$ cat src/design/sfr_pkg.sv
// Shared types, constants and the control program of the sensor frame responder.
package sfr_pkg;

    // Channel counts per sample group and the frame length limit.
    localparam int ADC_CHANNELS    = 4;
    localparam int PROX_CHANNELS   = 4;
    localparam int GYRO_CHANNELS   = 3;
    localparam int ACCEL_CHANNELS  = 3;
    localparam int MAX_FRAME_BYTES = 40;

    // Sample store layout.
    localparam int OFS_PROX    = ADC_CHANNELS;
    localparam int OFS_GYRO    = OFS_PROX + PROX_CHANNELS;
    localparam int OFS_ACCEL   = OFS_GYRO + GYRO_CHANNELS;
    localparam int STORE_DEPTH = OFS_ACCEL + ACCEL_CHANNELS;
    localparam int SIDX_W      = $clog2(STORE_DEPTH);

    // Program layout: header and flag bytes, then one step per frame byte.
    localparam int STEP_ADC    = 2;
    localparam int STEP_PROX   = STEP_ADC + 2 * ADC_CHANNELS;
    localparam int STEP_GYRO   = STEP_PROX + 3 * PROX_CHANNELS;
    localparam int STEP_ACCEL  = STEP_GYRO + 3 * GYRO_CHANNELS;
    localparam int UCODE_DEPTH = STEP_ACCEL + 3 * ACCEL_CHANNELS;
    localparam int STEP_W      = $clog2(UCODE_DEPTH + 1);
    localparam int COUNT_W     = $clog2(MAX_FRAME_BYTES + 1);

    // Field widths.
    localparam int SAMPLE_W = 16;
    localparam int BYTE_W   = 8;
    localparam int TX_W     = 7;
    localparam int ID_W     = 5;
    localparam int GROUP_W  = 3;
    localparam int CHAN_W   = 2;
    localparam int CFG_IDX_W = 3;
    localparam int NUM_GRPS = 5;

    // Request kinds carried on the input tuser bit.
    localparam logic REQ_SAMPLE = 1'b0;
    localparam logic REQ_BUS    = 1'b1;

    // Sample group codes of a sample write.
    localparam logic [GROUP_W-1:0] SG_ADC    = 3'd0;
    localparam logic [GROUP_W-1:0] SG_PROX   = 3'd1;
    localparam logic [GROUP_W-1:0] SG_GYRO   = 3'd2;
    localparam logic [GROUP_W-1:0] SG_ACCEL  = 3'd3;
    localparam logic [GROUP_W-1:0] SG_SWITCH = 3'd4;

    // Command byte decode and the header byte prefix.
    localparam logic [BYTE_W-1:0] CMD_MASK   = 8'hE0;
    localparam logic [BYTE_W-1:0] CMD_ARM    = 8'hA0;
    localparam logic [TX_W-1:0]   HDR_PREFIX = 7'h20;

    // Configuration register indexes.
    localparam logic [CFG_IDX_W-1:0] CFG_DEVICE_ID  = 3'd0;
    localparam logic [CFG_IDX_W-1:0] CFG_ADC_MASK   = 3'd1;
    localparam logic [CFG_IDX_W-1:0] CFG_PROX_MASK  = 3'd2;
    localparam logic [CFG_IDX_W-1:0] CFG_GYRO_MASK  = 3'd3;
    localparam logic [CFG_IDX_W-1:0] CFG_ACCEL_MASK = 3'd4;
    localparam logic [CFG_IDX_W-1:0] CFG_VALID_MASK = 3'd5;

    // Byte source selected by a control word.
    typedef enum logic [2:0] {
        SRC_HDR,
        SRC_FLAG,
        SRC_ADC_HI,
        SRC_ADC_LO,
        SRC_W_HI,
        SRC_W_MID,
        SRC_W_LO
    } src_t;

    // Group a control word belongs to; the fixed group is always enabled.
    typedef enum logic [2:0] {
        GRP_FIX,
        GRP_ADC,
        GRP_PROX,
        GRP_GYRO,
        GRP_ACCEL
    } grp_t;

    // One control word of the program.
    typedef struct packed {
        src_t              src;
        logic [SIDX_W-1:0] sidx;
        grp_t              grp;
        logic              sgn;
        logic              gend;
        logic [STEP_W-1:0] skip;
    } ucode_t;

    typedef ucode_t [UCODE_DEPTH-1:0] ucode_rom_t;

    // Command from the sequencer to the byte formatter.
    typedef struct packed {
        logic              load;
        logic              last;
        src_t              src;
        logic [SIDX_W-1:0] sidx;
        logic              sgn;
    } seq_cmd_t;

    function automatic ucode_rom_t build_ucode();
        ucode_rom_t rom;
        int         s;
        rom = '0;
        s   = 0;
        rom[s].src  = SRC_HDR;
        rom[s].grp  = GRP_FIX;
        s = s + 1;
        rom[s].src  = SRC_FLAG;
        rom[s].grp  = GRP_FIX;
        rom[s].gend = 1'b1;
        s = s + 1;
        for (int c = 0; c < ADC_CHANNELS; c++)
        begin
            rom[s].src  = SRC_ADC_HI;
            rom[s].sidx = SIDX_W'(c);
            rom[s].grp  = GRP_ADC;
            rom[s].skip = STEP_W'(STEP_PROX);
            s = s + 1;
            rom[s].src  = SRC_ADC_LO;
            rom[s].sidx = SIDX_W'(c);
            rom[s].grp  = GRP_ADC;
            rom[s].skip = STEP_W'(STEP_PROX);
            rom[s].gend = (c == ADC_CHANNELS - 1);
            s = s + 1;
        end
        for (int c = 0; c < PROX_CHANNELS + GYRO_CHANNELS + ACCEL_CHANNELS; c++)
        begin
            for (int k = 0; k < 3; k++)
            begin
                rom[s].src  = (k == 0) ? SRC_W_HI : ((k == 1) ? SRC_W_MID : SRC_W_LO);
                rom[s].sidx = SIDX_W'(OFS_PROX + c);
                if (c < PROX_CHANNELS)
                begin
                    rom[s].grp  = GRP_PROX;
                    rom[s].sgn  = 1'b0;
                    rom[s].skip = STEP_W'(STEP_GYRO);
                    rom[s].gend = (c == PROX_CHANNELS - 1) && (k == 2);
                end
                else if (c < PROX_CHANNELS + GYRO_CHANNELS)
                begin
                    rom[s].grp  = GRP_GYRO;
                    rom[s].sgn  = 1'b1;
                    rom[s].skip = STEP_W'(STEP_ACCEL);
                    rom[s].gend = (c == PROX_CHANNELS + GYRO_CHANNELS - 1) && (k == 2);
                end
                else
                begin
                    rom[s].grp  = GRP_ACCEL;
                    rom[s].sgn  = 1'b1;
                    rom[s].skip = STEP_W'(UCODE_DEPTH);
                    rom[s].gend = (c == PROX_CHANNELS + GYRO_CHANNELS + ACCEL_CHANNELS - 1)
                                  && (k == 2);
                end
                s = s + 1;
            end
        end
        return rom;
    endfunction

    localparam ucode_rom_t UCODE = build_ucode();

endpackage

$ cat src/design/sensor_frame_responder.sv
// Top level of the sensor frame responder: serial slave that answers requests with sample frames.
//
// Input stream (s_*): each beat is either a sample write (s_tuser = 0) that updates the
// sample store at once, or a received serial byte (s_tuser = 1). A byte 0xA0 | device_id
// arms the block; the next serial byte is the flag byte. If it carries every bit of
// valid_flag_mask it becomes the mode. The flag beat starts a frame on the output stream.
// Output stream (m_*): one 7-bit frame byte per beat in m_tdata[6:0], m_tlast on the final
// byte. The frame is the header 0x20 | device_id, the echoed flag, then the chunks of every
// enabled group (ADC 2 bytes per channel, proximity, gyro, accel 3 bytes per channel).
// After the flag beat is accepted the sequencer enters its run state and then loads the
// header into the output register. The control program steps once per cycle while the
// output register is free and emits one byte per step of an enabled group; a full frame
// is 40 bytes, and a disabled group that lies before a later enabled group is jumped over
// without a byte. The input side holds s_tready low while a frame is being sequenced, so
// one flag byte is handled at a time. A single output register parts the sides: when
// m_tready is low the sequencer pauses on the current step and resumes when the byte is
// taken. Reset clears the sample store, switch level, mode, arming and loads the
// configuration registers with their defaults. The user writes configuration through
// cfg_wr_en, cfg_index and cfg_data only while the block is idle; the block does not enforce this.
module sensor_frame_responder (
    input  logic                              clk,
    input  logic                              rst_n,
    input  logic                              s_tvalid,
    output logic                              s_tready,
    // s_tdata: bus_byte[7:0], sample_group[10:8], sample_channel[12:11],
    //          sample_value[28:13], zero fill[31:29]
    input  logic [31:0]                       s_tdata,
    // s_tuser: req_type (0 sample write, 1 serial byte)
    input  logic                              s_tuser,
    output logic                              m_tvalid,
    input  logic                              m_tready,
    // m_tdata: tx_byte[6:0], zero fill[7]
    output logic [7:0]                        m_tdata,
    // m_tlast: last_byte
    output logic                              m_tlast,
    input  logic                              cfg_wr_en,
    input  logic [sfr_pkg::CFG_IDX_W-1:0]     cfg_index,
    input  logic [sfr_pkg::BYTE_W-1:0]        cfg_data
);

    // Unpacked input fields.
    logic [sfr_pkg::BYTE_W-1:0]   bus_byte;
    logic [sfr_pkg::GROUP_W-1:0]  sample_group;
    logic [sfr_pkg::CHAN_W-1:0]   sample_channel;
    logic [sfr_pkg::SAMPLE_W-1:0] sample_value;

    assign bus_byte       = s_tdata[7:0];
    assign sample_group   = s_tdata[10:8];
    assign sample_channel = s_tdata[12:11];
    assign sample_value   = s_tdata[28:13];

    // Configuration registers.
    logic [sfr_pkg::ID_W-1:0]   device_id_reg;
    logic [sfr_pkg::BYTE_W-1:0] adc_mask_reg;
    logic [sfr_pkg::BYTE_W-1:0] prox_mask_reg;
    logic [sfr_pkg::BYTE_W-1:0] gyro_mask_reg;
    logic [sfr_pkg::BYTE_W-1:0] accel_mask_reg;
    logic [sfr_pkg::BYTE_W-1:0] valid_mask_reg;

    // Request state.
    logic                       armed_reg;
    logic [sfr_pkg::BYTE_W-1:0] mode_reg;
    logic [sfr_pkg::BYTE_W-1:0] flag_reg;

    logic                         busy;
    logic                         out_free;
    logic                         in_beat;
    logic                         bus_beat;
    logic                         cmd_match;
    logic                         start;
    logic [sfr_pkg::NUM_GRPS-1:0] grp_en;
    sfr_pkg::seq_cmd_t            cmd;
    logic [sfr_pkg::SAMPLE_W-1:0] rd_data;
    logic                         switch_level;

    assign s_tready  = !busy;
    assign in_beat   = s_tvalid && s_tready;
    assign bus_beat  = in_beat && (s_tuser == sfr_pkg::REQ_BUS);
    assign cmd_match = ((bus_byte & sfr_pkg::CMD_MASK) == sfr_pkg::CMD_ARM)
                       && (bus_byte[sfr_pkg::ID_W-1:0] == device_id_reg);
    // Any serial byte taken while armed is the flag byte and starts a frame.
    assign start     = bus_beat && armed_reg;

    always_ff @(posedge clk or negedge rst_n)
    begin
        if (!rst_n)
        begin
            device_id_reg  <= '0;
            adc_mask_reg   <= 8'h01;
            prox_mask_reg  <= 8'h02;
            gyro_mask_reg  <= 8'h04;
            accel_mask_reg <= 8'h08;
            valid_mask_reg <= 8'h40;
        end
        else if (cfg_wr_en)
        begin
            unique case (cfg_index)
                sfr_pkg::CFG_DEVICE_ID:  device_id_reg  <= cfg_data[sfr_pkg::ID_W-1:0];
                sfr_pkg::CFG_ADC_MASK:   adc_mask_reg   <= cfg_data;
                sfr_pkg::CFG_PROX_MASK:  prox_mask_reg  <= cfg_data;
                sfr_pkg::CFG_GYRO_MASK:  gyro_mask_reg  <= cfg_data;
                sfr_pkg::CFG_ACCEL_MASK: accel_mask_reg <= cfg_data;
                sfr_pkg::CFG_VALID_MASK: valid_mask_reg <= cfg_data;
                default:                 device_id_reg  <= device_id_reg;
            endcase
        end
    end

    always_ff @(posedge clk or negedge rst_n)
    begin
        if (!rst_n)
        begin
            armed_reg <= 1'b0;
            mode_reg  <= '0;
        end
        else if (bus_beat)
        begin
            if (armed_reg)
            begin
                armed_reg <= 1'b0;
                if ((bus_byte & valid_mask_reg) == valid_mask_reg)
                begin
                    mode_reg <= bus_byte;
                end
            end
            else if (cmd_match)
            begin
                armed_reg <= 1'b1;
            end
        end
    end

    // The flag byte is echoed in the frame whether or not it became the mode.
    always_ff @(posedge clk)
    begin
        if (start)
        begin
            flag_reg <= bus_byte;
        end
    end

    // A group is on when the mode holds every bit of its mask; a zero mask is always on.
    always_comb
    begin
        grp_en                    = '0;
        grp_en[sfr_pkg::GRP_FIX]   = 1'b1;
        grp_en[sfr_pkg::GRP_ADC]   = ((mode_reg & adc_mask_reg) == adc_mask_reg)
                                     && (sfr_pkg::ADC_CHANNELS != 0);
        grp_en[sfr_pkg::GRP_PROX]  = ((mode_reg & prox_mask_reg) == prox_mask_reg)
                                     && (sfr_pkg::PROX_CHANNELS != 0);
        grp_en[sfr_pkg::GRP_GYRO]  = ((mode_reg & gyro_mask_reg) == gyro_mask_reg)
                                     && (sfr_pkg::GYRO_CHANNELS != 0);
        grp_en[sfr_pkg::GRP_ACCEL] = ((mode_reg & accel_mask_reg) == accel_mask_reg)
                                     && (sfr_pkg::ACCEL_CHANNELS != 0);
    end

    sfr_sample_store u_store (
        .clk          (clk),
        .rst_n        (rst_n),
        .wr_en        (in_beat && (s_tuser == sfr_pkg::REQ_SAMPLE)),
        .wr_group     (sample_group),
        .wr_channel   (sample_channel),
        .wr_value     (sample_value),
        .rd_idx       (cmd.sidx),
        .rd_data      (rd_data),
        .switch_level (switch_level)
    );

    sfr_sequencer u_seq (
        .clk      (clk),
        .rst_n    (rst_n),
        .start    (start),
        .grp_en   (grp_en),
        .out_free (out_free),
        .busy     (busy),
        .cmd      (cmd)
    );

    sfr_formatter u_fmt (
        .clk          (clk),
        .rst_n        (rst_n),
        .cmd          (cmd),
        .rd_data      (rd_data),
        .switch_level (switch_level),
        .flag         (flag_reg),
        .device_id    (device_id_reg),
        .m_tready     (m_tready),
        .m_tvalid     (m_tvalid),
        .m_tdata      (m_tdata),
        .m_tlast      (m_tlast),
        .out_free     (out_free)
    );

endmodule

$ cat src/design/sfr_sample_store.sv
// Register store of the latest sensor samples and the switch level.
module sfr_sample_store (
    input  logic                                clk,
    input  logic                                rst_n,
    input  logic                                wr_en,
    input  logic [sfr_pkg::GROUP_W-1:0]         wr_group,
    input  logic [sfr_pkg::CHAN_W-1:0]          wr_channel,
    input  logic [sfr_pkg::SAMPLE_W-1:0]        wr_value,
    input  logic [sfr_pkg::SIDX_W-1:0]          rd_idx,
    output logic [sfr_pkg::SAMPLE_W-1:0]        rd_data,
    output logic                                switch_level
);

    logic [sfr_pkg::SAMPLE_W-1:0] store_reg [sfr_pkg::STORE_DEPTH];
    logic                         switch_reg;
    logic                         store_hit;
    logic                         switch_hit;
    logic [sfr_pkg::SIDX_W-1:0]   wr_idx;

    // Map a group and channel to a store entry; out-of-range channels are dropped.
    always_comb
    begin
        store_hit  = 1'b0;
        switch_hit = 1'b0;
        wr_idx     = '0;
        unique case (wr_group)
            sfr_pkg::SG_ADC:
            begin
                store_hit = (int'(wr_channel) < sfr_pkg::ADC_CHANNELS);
                wr_idx    = sfr_pkg::SIDX_W'(wr_channel);
            end
            sfr_pkg::SG_PROX:
            begin
                store_hit = (int'(wr_channel) < sfr_pkg::PROX_CHANNELS);
                wr_idx    = sfr_pkg::SIDX_W'(sfr_pkg::OFS_PROX + int'(wr_channel));
            end
            sfr_pkg::SG_GYRO:
            begin
                store_hit = (int'(wr_channel) < sfr_pkg::GYRO_CHANNELS);
                wr_idx    = sfr_pkg::SIDX_W'(sfr_pkg::OFS_GYRO + int'(wr_channel));
            end
            sfr_pkg::SG_ACCEL:
            begin
                store_hit = (int'(wr_channel) < sfr_pkg::ACCEL_CHANNELS);
                wr_idx    = sfr_pkg::SIDX_W'(sfr_pkg::OFS_ACCEL + int'(wr_channel));
            end
            sfr_pkg::SG_SWITCH:
            begin
                switch_hit = 1'b1;
            end
            default:
            begin
                store_hit = 1'b0;
            end
        endcase
    end

    always_ff @(posedge clk or negedge rst_n)
    begin
        if (!rst_n)
        begin
            for (int i = 0; i < sfr_pkg::STORE_DEPTH; i++)
            begin
                store_reg[i] <= '0;
            end
            switch_reg <= 1'b0;
        end
        else if (wr_en)
        begin
            if (store_hit)
            begin
                store_reg[wr_idx] <= wr_value;
            end
            if (switch_hit)
            begin
                switch_reg <= wr_value[0];
            end
        end
    end

    assign rd_data      = store_reg[rd_idx];
    assign switch_level = switch_reg;

endmodule

$ cat src/design/sfr_sequencer.sv
// Microcoded frame sequencer: step counter, control ROM and group skip jumps.
module sfr_sequencer (
    input  logic                           clk,
    input  logic                           rst_n,
    input  logic                           start,
    input  logic [sfr_pkg::NUM_GRPS-1:0]   grp_en,
    input  logic                           out_free,
    output logic                           busy,
    output sfr_pkg::seq_cmd_t              cmd
);

    typedef enum logic {
        S_IDLE,
        S_RUN
    } state_t;

    state_t                        state_reg;
    logic [sfr_pkg::STEP_W-1:0]    step_reg;
    logic [sfr_pkg::COUNT_W-1:0]   count_reg;
    sfr_pkg::ucode_t               word;
    logic                          grp_on;
    logic                          later_on;
    logic                          is_last;
    logic                          advance;

    assign word   = sfr_pkg::UCODE[step_reg[sfr_pkg::STEP_W-1:0]];
    assign grp_on = grp_en[word.grp];

    // Any group after the current one still enabled?
    always_comb
    begin
        later_on = 1'b0;
        for (int i = 0; i < sfr_pkg::NUM_GRPS; i++)
        begin
            if (i > int'(word.grp))
            begin
                later_on = later_on | grp_en[i];
            end
        end
    end

    assign is_last = (word.gend && !later_on)
                     || (count_reg == sfr_pkg::COUNT_W'(sfr_pkg::MAX_FRAME_BYTES - 1));
    assign advance = (state_reg == S_RUN) && out_free;

    assign cmd.load = advance && grp_on;
    assign cmd.last = is_last;
    assign cmd.src  = word.src;
    assign cmd.sidx = word.sidx;
    assign cmd.sgn  = word.sgn;
    assign busy     = (state_reg != S_IDLE);

    always_ff @(posedge clk or negedge rst_n)
    begin
        if (!rst_n)
        begin
            state_reg <= S_IDLE;
            step_reg  <= '0;
            count_reg <= '0;
        end
        else
        begin
            unique case (state_reg)
                S_IDLE:
                begin
                    if (start)
                    begin
                        state_reg <= S_RUN;
                        step_reg  <= '0;
                        count_reg <= '0;
                    end
                end
                S_RUN:
                begin
                    if (advance)
                    begin
                        if (grp_on)
                        begin
                            count_reg <= count_reg + 1'b1;
                            if (is_last)
                            begin
                                state_reg <= S_IDLE;
                            end
                            else
                            begin
                                step_reg <= step_reg + 1'b1;
                            end
                        end
                        else
                        begin
                            step_reg <= word.skip;
                        end
                    end
                end
                default:
                begin
                    state_reg <= S_IDLE;
                end
            endcase
        end
    end

`ifndef SYNTHESIS
    a_load_only_running: assert property (@(posedge clk) disable iff (!rst_n)
        cmd.load |-> (state_reg == S_RUN))
        else $error("byte loaded while sequencer idle");

    a_last_ends_frame: assert property (@(posedge clk) disable iff (!rst_n)
        (cmd.load && cmd.last) |=> (state_reg == S_IDLE))
        else $error("sequencer kept running after the last byte");

    a_count_in_range: assert property (@(posedge clk) disable iff (!rst_n)
        (state_reg == S_RUN) |-> (count_reg < sfr_pkg::COUNT_W'(sfr_pkg::MAX_FRAME_BYTES)))
        else $error("frame byte count exceeded the limit");

    a_start_when_idle: assert property (@(posedge clk) disable iff (!rst_n)
        start |-> (state_reg == S_IDLE))
        else $error("frame started while a frame is running");
`endif

endmodule

$ cat src/design/sfr_formatter.sv
// Builds each 7-bit frame byte from the selected source and holds it in the output register.
module sfr_formatter (
    input  logic                              clk,
    input  logic                              rst_n,
    input  sfr_pkg::seq_cmd_t                 cmd,
    input  logic [sfr_pkg::SAMPLE_W-1:0]      rd_data,
    input  logic                              switch_level,
    input  logic [sfr_pkg::BYTE_W-1:0]        flag,
    input  logic [sfr_pkg::ID_W-1:0]          device_id,
    input  logic                              m_tready,
    output logic                              m_tvalid,
    output logic [sfr_pkg::BYTE_W-1:0]        m_tdata,
    output logic                              m_tlast,
    output logic                              out_free
);

    logic [sfr_pkg::TX_W-1:0] byte_next;
    logic [sfr_pkg::TX_W-1:0] data_reg;
    logic                     last_reg;
    logic                     valid_reg;
    logic [20:0]              wide;

    // Sample widened to 21 bits, sign-extended for gyro and accel.
    assign wide = {{5{cmd.sgn & rd_data[15]}}, rd_data};

    always_comb
    begin
        unique case (cmd.src)
            sfr_pkg::SRC_HDR:    byte_next = sfr_pkg::HDR_PREFIX
                                             | sfr_pkg::TX_W'(device_id);
            sfr_pkg::SRC_FLAG:   byte_next = flag[sfr_pkg::TX_W-1:0];
            sfr_pkg::SRC_ADC_HI: byte_next = {rd_data[13], rd_data[12] | switch_level,
                                              rd_data[11:7]};
            sfr_pkg::SRC_ADC_LO: byte_next = rd_data[6:0];
            sfr_pkg::SRC_W_HI:   byte_next = wide[20:14];
            sfr_pkg::SRC_W_MID:  byte_next = wide[13:7];
            sfr_pkg::SRC_W_LO:   byte_next = wide[6:0];
            default:             byte_next = '0;
        endcase
    end

    always_ff @(posedge clk or negedge rst_n)
    begin
        if (!rst_n)
        begin
            valid_reg <= 1'b0;
        end
        else if (cmd.load)
        begin
            valid_reg <= 1'b1;
        end
        else if (m_tready)
        begin
            valid_reg <= 1'b0;
        end
    end

    always_ff @(posedge clk)
    begin
        if (cmd.load)
        begin
            data_reg <= byte_next;
            last_reg <= cmd.last;
        end
    end

    assign out_free = !valid_reg || m_tready;
    assign m_tvalid = valid_reg;
    assign m_tdata  = {1'b0, data_reg};
    assign m_tlast  = last_reg;

endmodule
$ cat config.mk
export PLATFORM = sky130hd
export DESIGN_NAME = sensor_frame_responder
export DESIGN_NICKNAME = d
export VERILOG_FILES = /design/src/design/sfr_pkg.sv /design/src/design/sensor_frame_responder.sv /design/src/design/sfr_sample_store.sv /design/src/design/sfr_sequencer.sv /design/src/design/sfr_formatter.sv
export SDC_FILE = /design/constraint.sdc
export NUM_CORES = 1
export LEC_CHECK = 0
export ABC_CLOCK_PERIOD_IN_PS = 6200
export BUFFER_PORTS_ARGS = -buffer_cell sky130_fd_sc_hd__buf_2
export CORE_MARGIN = 4
export CORE_UTILIZATION = 50
export DETAILED_ROUTE_END_ITERATION = 12
export PLACE_DENSITY = 0.67
export RECOVER_POWER = 50
export SLEW_MARGIN = 20
export SYNTH_ARGS = -nofsm -noshare
export SYNTH_HDL_FRONTEND = slang
export SYNTH_SLANG_ARGS = --single-unit
$ cat constraint.sdc
create_clock -name clk -period 6.2 [get_ports clk]
set_clock_uncertainty 0.2 [all_clocks]
set_input_delay 1.24 -clock clk [delete_from_list [all_inputs] [get_ports clk]]
set_output_delay 1.24 -clock clk [all_outputs]
set_load 0.01 [all_outputs]
==> reports/results.txt, run 1 <==
Max stage delay on crit path = 0.94 ns
asr flop ratio synth = 95.1%
root buf cell = clkbuf_16
Max clock buf depth = 3
crit end category = flop
pwr dens = 461 nW/µm²
fmax = 225 MHz
Seq cells post-synth = 308
Detailed Routing Iterations Pass 1 = 5
# rows = 63
Final #Nets = 1285
Final Setup Violations = 0
mux cell area share after synthesis = 28.9%
status = finished, violations left
failing checks = max-capacitance violations, max-slew violations
max reg flops = 224
worst setup path class = reg -> reg
dominant cell type by area after synthesis = dfrtp_1
via count = 9895
CTS tree = yes
critical path startpoint category = flop
Worst Hold Depth = 1
DIE WIDTH = 182 µm
CP Data Arrival Time = 4.49 ns
hpwl dp = 23600 µm
Via density = 6.04
Antenna Violating Nets Remaining = 0
CP cell instances = nand2b_1, o32ai_2, a211o_2, buf_4, mux4_2, a22oi_1, o22ai_1, a221oi_2, a211oi_1
Die Y-Extent = 182 µm
total global-route track usage = 22.3%
drt total wl = 36800 µm
global route total overflow = 0
Antenna Cells = 0
main combinational cell family by area after synthesis = multiplexers
CP Data Required Time = 6.25 ns
Final Max Tran Viols = 59
number of DRC markers in iteration 0 = 638
largest net degree at the start of global routing = 153
total CTS buffers = 35
IO Port Bufs = 55
Leakage = 7.71 nW
adder-cell share of the synthesized area = 0.744%
routed len/inst = 22.5 µm
share of cells above drive strength 1 = 37.1%
IO Count = 60
via count of the first global-routing pass = 9985
clock sink count = 308
Worst Reg-to-Reg Cells = 9
Slew headroom = -105%
Synthesized Nets = 1247
first-pass GRT wire length = 58200 µm
P&R area growth vs syn = 11.9%
Least-Margin Pin Slew = 3.07 ns
initial antenna violation count = 0
Cell Area, Synth = 15100 µm²
YS warnings = 0
GPL Wtd Cong = 0.828
synthesized area per cell = 12.7 µm²
Synth Flop Type = dfrtp_1
Max-Cap Viols = 1
min cycle time layout = 4.44 ns
# resized after CTS = 0
DRC = 0
post-synth cell types = 75
Slowest-stage cell, CP = dfrtp_1
post-synthesis compound-gate area fraction = 8.92%
Syn Inst Count = 1189
starting density of the core = 50.9%
hold_buf cts = 0
post-synth top area share = 47.6%
CTS clk-pin slew, worst paths = 0.06 ns
clock latency on the worst-skew pair = 0.52 ns
peak supply drop = 0.269 mV
number of synthesized flops with an enable pin = 15
simple logic cell fraction of the synthesized area = 6.21%
die area = 33100 µm²
Post-CTS Setup Bufs = 0
core footprint = 29700 µm²
critical-path maximum fanout = 28
hold slack = 0.294 ns
RSZ-0062 raised after global routing = no
final period utilization = 71.7%
final hold vios = 0
synth top area cells = dfrtp_1, mux2_2, mux2i_1, edfxtp_1, mux4_2
worst hold path class = reg -> reg
H-Tree Level Count = 2
Fin Setup TNS = 0 ns
xor/xnor share of the synthesized area = 0.578%
sequential area share after synthesis = 51.4%
-- power by group --
group	switching [W]	internal, W	total, W
combinational	0.00181	0.00135	0.00316
clock	0.000811	0.00119	0.00200
sequential	0.000262	0.00239	0.00266
total	0.00288	0.00493	0.00782
-- metal layers --
layer,vias to the layer above,wire (µm),global-route usage (%),part of all wire [%]
met3,57,1850,3.77,5.0
met1,5148,17200,32.4,47
met5,-,0,0,0
met2,239,16900,35.4,46
li1,4451,-,-,-
met4,0,843,4.98,2.3
-- synthesized netlist by cell type, types with 15 or more instances --
master and n:
dfrtp_1 288, mux2_2 285, mux2i_1 75, nand2_1 51, clkbuf_1 42, nor2_1 39, a211oi_1 30, inv_1 30
o21ai_0 30, buf_2 28, a21oi_1 21, a22oi_1 16, mux4_2 16, nand3_1 16, edfxtp_1 15, nor2b_1 15
-- area by class of cell --
type	count	area [µm²]
repair buffers	80	490
well taps	390	488
fillers	2439	12800
clock inverters	11	98.8
inverters	32	120
clock buffers	48	1020
flip-flops and latches	308	7790
multi-input cells	770	6940
-- kinds of logic (layout without fill, tap and decap cells) --
| family | Yosys count | in the layout |
|---|---|---|
| mux | 380 | 380 |
| flops | 308 | 308 |
| simple gates | 189 | 189 |
| compound gates | 181 | 181 |
| buf+inv | 111 | 171 |
| xor+xnor | 10 | 10 |
| fa+ha+maj | 9 | 9 |
| other cells | 1 | 1 |
-- per-stage QoR --
stage / area [µm²] / instances / util [%] / power (W) / setup WS (ns)
finish: 16900 / 1639 / 57.0 / 0.00782 / 1.76
global route: 16900 / 1639 / 57.0 / 0.00822 / 1.13
CTS: 16900 / 1638 / 57.0 / 0.00782 / 1.78
detailed placement: 15800 / 1579 / 53.2 / 0.00579 / 1.85
global placement: 15800 / 1579 / 53.2 / 0.00574 / 1.90
floorplan: 15100 / 1189 / - / 0.00494 / 2.61
-- final timing paths --
kind	startpoint	slack (ns)	to
setup / recovery	u_seq.step_reg[4]	1.76	u_fmt.data_reg[3]
hold / removal	u_store.store_reg[138]	0.29	u_store.store_reg[138]
setup reg to reg	u_seq.step_reg[4]	1.76	u_fmt.data_reg[3]
hold reg to reg	u_store.store_reg[138]	0.29	u_store.store_reg[138]
max in group asynchronous	rst_n	1.90	u_store.store_reg[187]
min in group asynchronous	rst_n	0.54	u_seq.count_reg[2]
-- placed cells by master (no fill, tap or decap), types with 13 or more instances in the layout --
master,n
dfrtp_1,288
mux2_2,284
mux2i_1,75
nand2_1,51
buf_2,45
clkbuf_16,37
inv_1,30
o21ai_0,30
nor2_1,30
a211oi_1,29
buf_4,22
a21oi_1,21
a22oi_1,16
nand3_1,16
mux4_2,16
clkbuf_1,16
edfxtp_1,15
nor2b_1,13
and2_1,13
-- critical path, delay by kind of cell, from the launching register on --
| family | cells | cell delay, ns |
|---|---|---|
| compound gates | 6 | 1.69 |
| flops | 1 | 0.94 |
| mux | 1 | 0.55 |
| buf+inv | 1 | 0.42 |
| simple gates | 1 | 0.37 |
(Power assumes the default switching activity.)
==> inputs of run 2 (changes only) <==
--- a/config.mk
+++ b/config.mk
@@ -5,7 +5,8 @@
 export SDC_FILE = /design/constraint.sdc
 export NUM_CORES = 1
 export LEC_CHECK = 0
-export ABC_CLOCK_PERIOD_IN_PS = 6200
+export ABC_AREA = 1
+export ABC_CLOCK_PERIOD_IN_PS = 4490
 export BUFFER_PORTS_ARGS = -buffer_cell sky130_fd_sc_hd__buf_2
 export CORE_MARGIN = 4
 export CORE_UTILIZATION = 50
==> constraint.sdc (replaced) <==
create_clock -name clk -period 4.49 [get_ports clk]
set_clock_uncertainty 0.2 [all_clocks]
set_input_delay 0.898 -clock clk [delete_from_list [all_inputs] [get_ports clk]]
set_output_delay 0.898 -clock clk [all_outputs]
set_load 0.01 [all_outputs]
==> reports/results.txt, run 2 <==
status = finished, violations left (unchanged)
failing checks = max-capacitance violations, max-slew violations (unchanged)
max reg flops = 224 (unchanged)
Flop pwr share = 43.5% (was 34.0%)
first-pass GRT wire length = 66800 µm (was 58200 µm)
Max-Cap Viols = 1 (unchanged)
commonest non-fill, non-tap cell in the layout = nand2_1 (was dfrtp_1)
largest net degree at the start of global routing = 97 (was 153)
Die Y-Extent = 183 µm (was 182 µm)
WP buf/inv = 2 (was 1)
Post-CTS Setup Bufs = 0 (unchanged)
RSZ-0062 raised after global routing = no (unchanged)
starting density of the core = 51.3% (was 50.9%)
Seq cells post-synth = 308 (unchanged)
clock latency on the worst-skew pair = 0.54 ns (was 0.52 ns)
Final #Nets = 2019 (was 1285)
Leakage = 8.33 nW (was 7.71 nW)
Max stage delay on crit path = 0.60 ns (was 0.94 ns)
die area = 33600 µm² (was 33100 µm²)
total CTS buffers = 35 (unchanged)
DIE WIDTH = 183 µm (was 182 µm)
Comb power frac = 19.3% (was 40.4%)
Post-DP Area = 15900 µm² (was 15800 µm²)
CP Data Arrival Time = 3.49 ns (was 4.49 ns)
Final Setup Violations = 0 (unchanged)
CP Data Required Time = 4.50 ns (was 6.25 ns)
CTS clk-pin slew, worst paths = 0.06 ns (about the same)
Cell Area, Synth = 15400 µm² (was 15100 µm²)
H-Tree Level Count = 2 (unchanged)
Antenna Cells = 0 (unchanged)
switch share = 29.7% (was 36.9%)
post-synth top area share = 46.9% (was 47.6%)
critical-path maximum fanout = 61 (was 28)
Fin Setup TNS = 0 ns (unchanged)
Synthesized Nets = 2017 (was 1247)
share of cells above drive strength 1 = 9.62% (was 37.1%)
CTS tree = yes (unchanged)
Min-Delay Startpoint = u_store.store_reg[67] (was u_store.store_reg[138])
finished layout cell area = 17100 µm² (was 16900 µm²)
synthesized area per cell = 7.85 µm² (was 12.7 µm²)
via count of the first global-routing pass = 12400 (was 9985)
fillers = 2757 (was 2439)
synth top area cells = dfrtp_1, nand2_1, o21ai_0, nand3_1, inv_1 (was dfrtp_1, mux2_2, mux2i_1, edfxtp_1, mux4_2)
Antenna Violating Nets Remaining = 0 (unchanged)
commonest cells after routing, fill and taps aside = nand2_1, dfrtp_1, o21ai_0, nand3_1, inv_1 (was dfrtp_1, mux2_2, mux2i_1, nand2_1, buf_2)
final hold vios = 0 (unchanged)
worst hold path class = reg -> reg (unchanged)
Clk network pwr share = 37.3% (was 25.6%)
global route total overflow = 0 (unchanged)
drt total wl = 41300 µm (was 36800 µm)
Via density = 5.48 (was 6.04)
Slowest-stage cell, CP = buf_4 (was dfrtp_1)
P&R area growth vs syn = 11.0% (was 11.9%)
Final Max Tran Viols = 95 (was 59)
worst setup path class = reg -> reg (unchanged)
Detailed Routing Iterations Pass 1 = 5 (unchanged)
Max clock buf depth = 3 (unchanged)
P_sw = 0.00242 W (was 0.00288 W)
number of synthesized flops with an enable pin = 15 (unchanged)
critical path startpoint category = flop (unchanged)
most numerous cell in the Yosys netlist = nand2_1 (was dfrtp_1)
Crit Reg-Reg Startpoint = u_seq.step_reg[5] (was u_seq.step_reg[4])
hold_buf cts = 0 (unchanged)
sequential area share after synthesis = 50.7% (was 51.4%)
CP cell instances = inv_1, o21ai_1, o211ai_4, nand2_4, buf_4, nand2_1, o211ai_1, nand3_1, nand3_1, nand2_1, nand2_1, nand3_1 (was nand2b_1, o32ai_2, a211o_2, buf_4, mux4_2, a22oi_1, o22ai_1, a221oi_2, a211oi_1)
Syn Inst Count = 1959 (was 1189)
fmax = 288 MHz (was 225 MHz)
Slew headroom = -73.5% (was -105%)
total global-route track usage = 24.7% (was 22.3%)
dominant cell type by area after synthesis = dfrtp_1 (unchanged)
DRC = 0 (unchanged)
GPL Wtd Cong = 0.915 (was 0.828)
number of DRC markers in iteration 0 = 1350 (was 638)
via count = 13000 (was 9895)
Critical path origin = u_seq.step_reg[5] (was u_seq.step_reg[4])
Synth Flop Type = dfrtp_1 (unchanged)
Worst path top cell family by delay = buffers and inverters (was compound AO/OA/AOI/OAI gates)
# rows = 63 (unchanged)
IO Count = 60 (unchanged)
Least-Margin Pin Slew = 2.60 ns (was 3.07 ns)
core footprint = 30000 µm² (was 29700 µm²)
post-synth cell types = 49 (was 75)
peak supply drop = 0.220 mV (was 0.269 mV)
initial antenna violation count = 0 (unchanged)
hpwl dp = 25500 µm (was 23600 µm)
final period utilization = 77.4% (was 71.7%)
Commonest cells post-synth = nand2_1, dfrtp_1, o21ai_0 (was dfrtp_1, mux2_2, mux2i_1)
Internal = 0.00573 W (was 0.00493 W)
crit end category = flop (unchanged)
pwr dens = 478 nW/µm² (was 461 nW/µm²)
YS warnings = 0 (unchanged)
root buf cell = clkbuf_16 (unchanged)
asr flop ratio synth = 95.1% (unchanged)
Final Util = 57.0% (about the same)
routed len/inst = 17.4 µm (was 22.5 µm)
clock sink count = 308 (unchanged)
# resized after CTS = 0 (unchanged)
IO Port Bufs = 55 (unchanged)
min cycle time layout = 3.48 ns (was 4.44 ns)
run 2: path summary, 6_finish.rpt:
path | end | slack [ns] | depth (start not counted)
max reg2reg | u_fmt.data_reg[1] | 1.01 | 12
min reg2reg | u_store.store_reg[67] | 0.28 | 2
max in group asynchronous | u_store.store_reg[54] | 1.26 | 2
max | u_fmt.data_reg[1] | 1.01 | 12
min | u_store.store_reg[67] | 0.28 | 2
min in group asynchronous | u_store.store_reg[52] | 0.92 | 1
run 2: cell type report:
type,count,area [µm²],share of cell area (%)
clock inverters,11,170,0.997
multi-input cells,1356,6360,37.3
flip-flops and latches,308,7790,45.6
repair buffers,84,531,3.11
well taps,390,488,2.86
clock buffers,51,1060,6.20
inverters,176,666,3.90
run 2: per-stage QoR:
stage	std cells	power, W	setup WS (ns)	hold slack, ns
4_1_cts	2376	0.00819	1.03	0.217
6_report	2376	0.00815	1.01	0.276
3_3_place_gp	2314	0.00510	1.01	0.257
3_5_place_dp	2314	0.00515	1.05	0.264
5_1_grt	2376	0.00862	0.732	0.301
2_1_floorplan	1959	0.00468	1.96	0.244
run 2: per-layer routing:
metal,share of wire [%],track usage [%],vias to the layer above
met5,0,0,-
met4,2.9,7.81,0
met3,7.3,3.99,84
met2,46,39.7,432
met1,43,34.6,6171
li1,-,-,6332
run 2: power by group through the flow:
stage	Clock, W	Sequential (W)	Combinational [W]
floorplan	0	0.00352	0.00116
global placement	0	0.00357	0.00153
detailed placement	0	0.00358	0.00157
CTS	0.00307	0.00354	0.00158
global route	0.00319	0.00360	0.00183
finish	0.00304	0.00354	0.00157
run 2: worst min-delay path: stages (launching register included):
cell and delay, ns:
dfrtp_1 0.33, nand2_1 0.05, o21ai_0 0.06
run 2: kinds of logic after synthesis:
logic type,after synthesis,share of synthesized area (%)
flip-flops,308,50.7
XOR/XNOR,9,0.513
buffers and inverters,295,8.12
other,1,0.0244
AND/OR/NAND/NOR,966,27.1
AO/OA/AOI/OAI,371,12.8
adder cells (fa/ha/maj),9,0.733
